### src/bfifo_pkg.sv
// Shared constants, codes and types of the byte FIFO in word memory.
package bfifo_pkg;

	localparam int BUFFER_BYTES = 2048;
	localparam int OFF_W        = $clog2(BUFFER_BYTES);
	localparam int CNT_W        = OFF_W + 1;
	localparam int AW           = CNT_W + 1;
	localparam int WORD_COUNT   = BUFFER_BYTES / 4;
	localparam int IDX_W        = $clog2(WORD_COUNT);
	localparam int MIN_SIZE     = 4;

	localparam int FILL_W       = 12;
	localparam int CFG_SIZE_W   = 12;
	localparam int RESERVE_W    = 4;
	localparam int CFG_IDX_W    = 2;
	localparam int CFG_DATA_W   = 12;
	localparam int SZ_W         = (CNT_W > CFG_SIZE_W) ? CNT_W : CFG_SIZE_W;

	localparam logic [CFG_SIZE_W-1:0] SIZE_RST    = CFG_SIZE_W'(2048);
	localparam logic [RESERVE_W-1:0]  RESERVE_RST = RESERVE_W'(4);
	localparam logic [1:0]            LANE_MASK   = 2'h3;

	localparam logic KIND_PUSH = 1'b0;
	localparam logic KIND_POP  = 1'b1;

	typedef enum logic [CFG_IDX_W-1:0] {
		REG_FIFO_SIZE = 2'd0,
		REG_RESERVE   = 2'd1
	} cfg_reg_t;

	// Requests from the sequencer to the pointer unit.
	typedef struct packed {
		logic                  cfg_we;
		logic [CFG_IDX_W-1:0]  cfg_idx;
		logic [CFG_DATA_W-1:0] cfg_data;
		logic                  adv_wr;
		logic                  adv_rd;
	} ptr_ctrl_t;

	// Status of the pointer unit.
	typedef struct packed {
		logic [CNT_W-1:0] fill;
		logic             push_ok;
		logic             pop_ok;
		logic [OFF_W-1:0] wr_off;
		logic [OFF_W-1:0] rd_off;
	} ptr_stat_t;

endpackage

### src/bfifo_ptr.sv
// Pointer unit: size and reserve registers, phase-bit pointers, fill level.
module bfifo_ptr import bfifo_pkg::*; (
	input  logic      clk,
	input  logic      arst_n,
	input  ptr_ctrl_t ctrl,
	output ptr_stat_t stat
);

	logic [CFG_SIZE_W-1:0] size_q;
	logic [RESERVE_W-1:0]  reserve_q;
	logic [OFF_W-1:0]      wr_off_q;
	logic [OFF_W-1:0]      rd_off_q;
	logic                  wr_ph_q;
	logic                  rd_ph_q;

	logic [SZ_W-1:0]  size_x;
	logic [CNT_W-1:0] eff_size;
	logic [AW-1:0]    s_a;
	logic [AW-1:0]    w_a;
	logic [AW-1:0]    r_a;
	logic [AW-1:0]    f_a;
	logic [AW-1:0]    wr_inc;
	logic [AW-1:0]    rd_inc;
	logic             wr_wrap;
	logic             rd_wrap;

	// Clamp the configured size into the usable range
	always_comb begin
		size_x = SZ_W'(size_q);
		if (size_x < SZ_W'(MIN_SIZE)) begin
			eff_size = CNT_W'(MIN_SIZE);
		end else if (size_x > SZ_W'(BUFFER_BYTES)) begin
			eff_size = CNT_W'(BUFFER_BYTES);
		end else begin
			eff_size = CNT_W'(size_x);
		end
	end

	// Derive the fill level from offsets and phases
	always_comb begin
		s_a = AW'(eff_size);
		w_a = AW'(wr_off_q);
		r_a = AW'(rd_off_q);
		if (wr_ph_q == rd_ph_q) begin
			f_a = (w_a >= r_a) ? w_a - r_a : '0;
		end else begin
			f_a = (s_a + w_a >= r_a) ? s_a + w_a - r_a : '0;
		end
		if (f_a > s_a) begin
			f_a = s_a;
		end
	end

	// Advance with wrap at the effective size
	assign wr_inc  = AW'(wr_off_q) + AW'(1);
	assign rd_inc  = AW'(rd_off_q) + AW'(1);
	assign wr_wrap = (wr_inc >= s_a);
	assign rd_wrap = (rd_inc >= s_a);

	assign stat.fill    = CNT_W'(f_a);
	assign stat.push_ok = (f_a + AW'(reserve_q)) < s_a;
	assign stat.pop_ok  = (f_a != '0);
	assign stat.wr_off  = wr_off_q;
	assign stat.rd_off  = rd_off_q;

	// Take register writes, else advance pointers on committed requests
	always_ff @(posedge clk or negedge arst_n) begin
		if (!arst_n) begin
			size_q    <= SIZE_RST;
			reserve_q <= RESERVE_RST;
			wr_off_q  <= '0;
			rd_off_q  <= '0;
			wr_ph_q   <= 1'b0;
			rd_ph_q   <= 1'b0;
		end else if (ctrl.cfg_we) begin
			unique case (ctrl.cfg_idx)
				REG_FIFO_SIZE: begin
					size_q   <= ctrl.cfg_data[CFG_SIZE_W-1:0];
					wr_off_q <= '0;
					rd_off_q <= '0;
					wr_ph_q  <= 1'b0;
					rd_ph_q  <= 1'b0;
				end
				REG_RESERVE: begin
					reserve_q <= ctrl.cfg_data[RESERVE_W-1:0];
				end
				default: begin
				end
			endcase
		end else begin
			if (ctrl.adv_wr) begin
				wr_off_q <= wr_wrap ? '0 : OFF_W'(wr_inc);
				wr_ph_q  <= wr_ph_q ^ wr_wrap;
			end
			if (ctrl.adv_rd) begin
				rd_off_q <= rd_wrap ? '0 : OFF_W'(rd_inc);
				rd_ph_q  <= rd_ph_q ^ rd_wrap;
			end
		end
	end

endmodule

### config.mk
export PLATFORM = sky130hd
export DESIGN_NAME = bfifo_ptr
export DESIGN_NICKNAME = d
export VERILOG_FILES = /design/src/bfifo_pkg.sv /design/src/bfifo_ptr.sv
export SDC_FILE = /design/constraint.sdc
export NUM_CORES = 1
export LEC_CHECK = 0
export ABC_AREA = 0
export BUFFER_PORTS_ARGS = -buffer_cell sky130_fd_sc_hd__buf_2
export CORE_MARGIN = 1.5
export CORE_UTILIZATION = 66
export CTS_CLUSTER_DIAMETER = 100
export CTS_CLUSTER_SIZE = 16
export DETAILED_ROUTE_END_ITERATION = 10
export GPL_ROUTABILITY_DRIVEN = 0
export HOLD_SLACK_MARGIN = 0.03
export PLACE_DENSITY = 0.88
export SLEW_MARGIN = 25
export SYNTH_ARGS = -nofsm -noshare
export SYNTH_HDL_FRONTEND = slang
export SYNTH_SLANG_ARGS = --single-unit
### constraint.sdc
create_clock -name clk -period 14.8 [get_ports clk]
set_input_delay 0.74 -clock clk [delete_from_list [all_inputs] [get_ports clk]]
set_output_delay 0.74 -clock clk [all_outputs]
set_load 0.05 [all_outputs]
## Word level (Yosys, flattened, before mapping)

Index checks and enable logic that the tools add are counted.

| word-level totals | value |
|---|---|
| register bits after elaboration | 40 |
| input port bits | 19 |
| output and inout bits | 36 |
| word-level logic and storage cells | 51 |

| cells by class | value |
|---|---|
| $add $sub $neg | 6 |
| order comparisons | 8 |
| equal/unequal tests | 3 |
| muxes and demuxes | 18 |
| bitwise operators | 2 |
| reduce and logical (&&, ||, !) cells | 8 |

Operators with widths:

| kind | count |
|---|---|
| two-way mux 11 bit | 7 |
| two-way mux 13 bit | 4 |
| adder 11 x 1 -> 12 bit (second input constant) | 2 |
| greater-or-equal comparator 12 bit | 2 |
| two-way mux 12 bit | 2 |
| adder 12 x 11 -> 13 bit | 1 |
| adder 13 x 4 -> 13 bit | 1 |
| greater-or-equal comparator 13 x 11 -> 1 bit | 1 |
| > comparator 13 x 12 -> 1 bit | 1 |
| less-than comparator 13 x 12 -> 1 bit | 1 |
| nonzero test 13 bit | 1 |
| subtractor 13 x 11 -> 13 bit | 1 |
| > comparator 12 bit (second input constant) | 1 |
| less-than comparator 12 x 3 -> 1 bit (second input constant) | 1 |
| subtractor 11 x 11 -> 12 bit | 1 |
| greater-or-equal comparator 11 bit | 1 |
| AND reduction 2 bit | 4 |
| two-way mux 1 bit | 5 |
| nonzero test 2 bit | 2 |
| == test 2 x 1 -> 1 bit (second input constant) | 1 |
| zero test 2 bit | 1 |
| != test 2 x 1 -> 1 bit (second input constant) | 1 |
| XOR 1 bit | 2 |
| == test 1 bit | 1 |

## Logic depth before layout (Yosys ltp)

| depth | value |
|---|---|
| depth in word-level cells | 11 |
| mapped depth | 46 |
| gate-level depth less buffers | 44 |

## Worst setup path before layout

No wires, ideal clock.

| path | value |
|---|---|
| kind | reg2out |
| from | register size_q[5] |
| to | output port stat[23] (netlist name) |
| arrival | 9892 ps |
| required time | 14060 ps |
| path slack | 4168 ps |
| cell stages (with the launch flop) | 44 |
| path buffers | 2 |
| path through | dfrtp_1 > nor4_1 > nand3_1 > a21o_1 > inv_1 > ha_1 > nor2b_2 > o31ai_2 > nand3_1 > nand2_1 > o21bai_1 > a21oi_1 > xnor2_1 > ha_1 > nand2_1 > nor2_1 > a211oi_1 > a41oi_4 > (+8 left out) > a311oi_4 > buf_6 > buf_4 > o21ai_0 > ha_1 > a21o_1 > a21o_1 > a21oi_1 > a21o_1 > xnor2_1 > ha_1 > a21o_1 > a21oi_1 > nor2b_1 > o21ai_0 > nand2b_1 > a221o_1 > a21oi_1 |

RTL lines:

| element | RTL line | text |
|---|---|---|
| start, declared | bfifo_ptr.sv:9 | `logic [CFG_SIZE_W-1:0] size_q;` |
| start signal, assigned | bfifo_ptr.sv:78 | `size_q <= ctrl.cfg_data[CFG_SIZE_W-1:0];` |
| end, declared | bfifo_ptr.sv:6 | `output ptr_stat_t stat` |

==> results_dict.tcl <==
set metrics [dict create \
    antenna_found_initial 0 \
    cts_root_buffer "clkbuf_8" \
    hold_violations 0 \
    vias_per_cell 6.51 \
    min_period_over_period_pct 72.4 \
    cts_setup_buffers 0 \
    cp-startpoint "size_q[5]" \
    dieArea_um2 8690 \
    fin_setup_tns_ns 0 \
    start_util_pct 68.8 \
    hold_class "in2async" \
    finalCriticalPeriod_ns 10.71 \
    holdBufCountCts 0 \
    drt-pass1-iter-count 5 \
    path_max_fanout 16 \
    die_w_um 93.2 \
    avgSynthCellArea_um2 8.38 \
    ant_nets 0 \
    clock.fmax_ghz 0.0934 \
    clkSlewWorstSetupHoldPaths_ns 0.08 \
    wl_mm 15.0 \
    portBuffers 54 \
    ys.warnings.count 0 \
    core-area_um2 7810 \
    synth_flop_cell "dfrtp_1" \
    grt.overflow.total 0 \
    rows 32 \
    critPathArrivalTime_ns 9.97 \
    grt_setup_unrepaired "no" \
    setup_violations 0 \
    syn_inst 641 \
    drv_slew 0 \
    ys_ff_latch 40 \
    cp-end-kind "output port" \
    cts_resized 0 \
    grt_max_degree 41 \
    synth-edff-count 0 \
    io_pins 55 \
    cts_tree "built" \
    wl_per_cell_um 18.8 \
    num_vias 5198 \
    async_flop_share_pct 100 \
    syn-num-nets 751 \
    layout_common_cells "87 x ha_1, 79 x nand2_1, 54 x buf_2, 47 x inv_1, 38 x dfrtp_1" \
    critPathSlowestCell "nor4_1" \
    setup.worst_path.class "reg2out" \
    fin_nets 805 \
    grt_first_pass_wirelength_mm 23.8 \
    start_kind "flop" \
    cts.path.max_buffers 2 \
    final_common_cell "ha_1" \
    grt_pass1_vias 5223 \
    yosysUniqueCellTypes 78 \
    maxSlewHeadroom_pct 41.8 \
    clk_latency_ns 0.30 \
    synthToLayoutAreaGrowth_pct 9.04 \
    placedCellCount 788 \
    drcViolationCount 0 \
    status "finished clean" \
    cts_buffers 5 \
    clkSinkCount 40 \
    layout-drive-gt1-share_pct 15.8 \
    pre_cts_slack_ns 4.35 \
    tightest_slew_ns 0.867 \
    reg2regPathDepth 15 \
    n_antenna_cell 0 \
    reg2reg_from "size_q[5]" \
    layout_setup_ws_ns 4.09 \
    die_y_um 93.2 \
    htreeDepth 2 \
    synth_area_um2 5370 \
    cp_data_required_time_ns 14.06 \
    drv_cap 0 \
    grt.total_usage_pct 34.9 \
    synth-seq-area-share_pct 18.7 \
    critPathMaxStageDelay_ns 0.47 \
    fin_skew_ns 0.00523 \
    layoutNonFillerInstCount 798 \
    drt_iter0_markers 377 \
    hpwl_mm 11.9 \
]
[registers in the layout, summed over array words and instances (netlist names)]
| name | flops |
|---|---|
| rd_off_q | 11 |
| rd_ph_q | 1 |
| reserve_q | 4 |
| size_q | 12 |
| wr_off_q | 11 |
| wr_ph_q | 1 |
[per-layer routing]
layer | part of all wire (%) | global-route usage, %
met5 | 0 | 0
met4 | 4.5 | 21.2
met2 | 48 | 59.3
met3 | 8.0 | 4.88
met1 | 39 | 41.3
[worst paths after layout]
check / endpoint / slack [ns]
min in group clk: rd_ph_q / 0.51
setup reg to reg: wr_off_q[9] / 11.38
hold / removal: wr_off_q[5] / 0.31
max in group asynchronous: reserve_q[2] / 13.96
setup / recovery: stat[23] / 4.09
hold reg to reg: rd_ph_q / 0.51
[Yosys cell counts, types with 12 or more instances]
cell | count | area [um^2]
ha_1 | 87 | 1090
nand2_1 | 79 | 297
inv_1 | 47 | 176
dfrtp_1 | 38 | 951
nor2_1 | 34 | 128
a21oi_1 | 33 | 165
o21ai_0 | 28 | 140
xnor2_1 | 28 | 245
nand2b_1 | 25 | 156
a21o_1 | 24 | 180
nand3_1 | 19 | 95.1
xor2_1 | 17 | 149
mux2_2 | 16 | 180
o21a_1 | 12 | 90.1
[through the flow]
step | utilization, % | cell area [um^2] | hold WS, ns
4_1_cts | 74.6 | 5830 | 0.506
3_3_place_gp | 73.4 | 5730 | 0.474
3_5_place_dp | 73.5 | 5740 | 0.490
2_1_floorplan | - | 5370 | 0.444
6_report | 75.0 | 5860 | 0.314
5_1_grt | 75.0 | 5860 | 0.332
[layout make-up]
cell class | count | area [um^2]
multi-input cells | 545 | 4160
flip-flops and latches | 40 | 1000
clock buffers | 8 | 90.1
fillers | 571 | 1950
well taps | 102 | 128
repair buffers | 56 | 302
inverters | 47 | 176
[worst max-delay path, delay by kind of cell, from the launching register on]
family,cells,cell delay (ns)
buffers and inverters,5,1.03
XOR/XNOR,2,0.28
AO/OA/AOI/OAI,22,4.89
flip-flops,1,0.40
AND/OR/NAND/NOR,9,1.52
adder cells (fa/ha/maj),5,1.54
[kinds of logic (layout without fill, tap and decap cells)]
group,count (synthesis),in the layout,share of synthesized area [%]
simple gates,222,222,20.7
compound gates,166,166,23.0
fa+ha+maj,91,91,21.8
buf+inv,56,111,4.12
xor+xnor,46,46,7.64
flops,40,40,18.7
mux,20,20,4.10
Power is left out: the tool's default activity adds up to more than one toggle a clock period on the data nets, which glitch-free logic cannot reach.
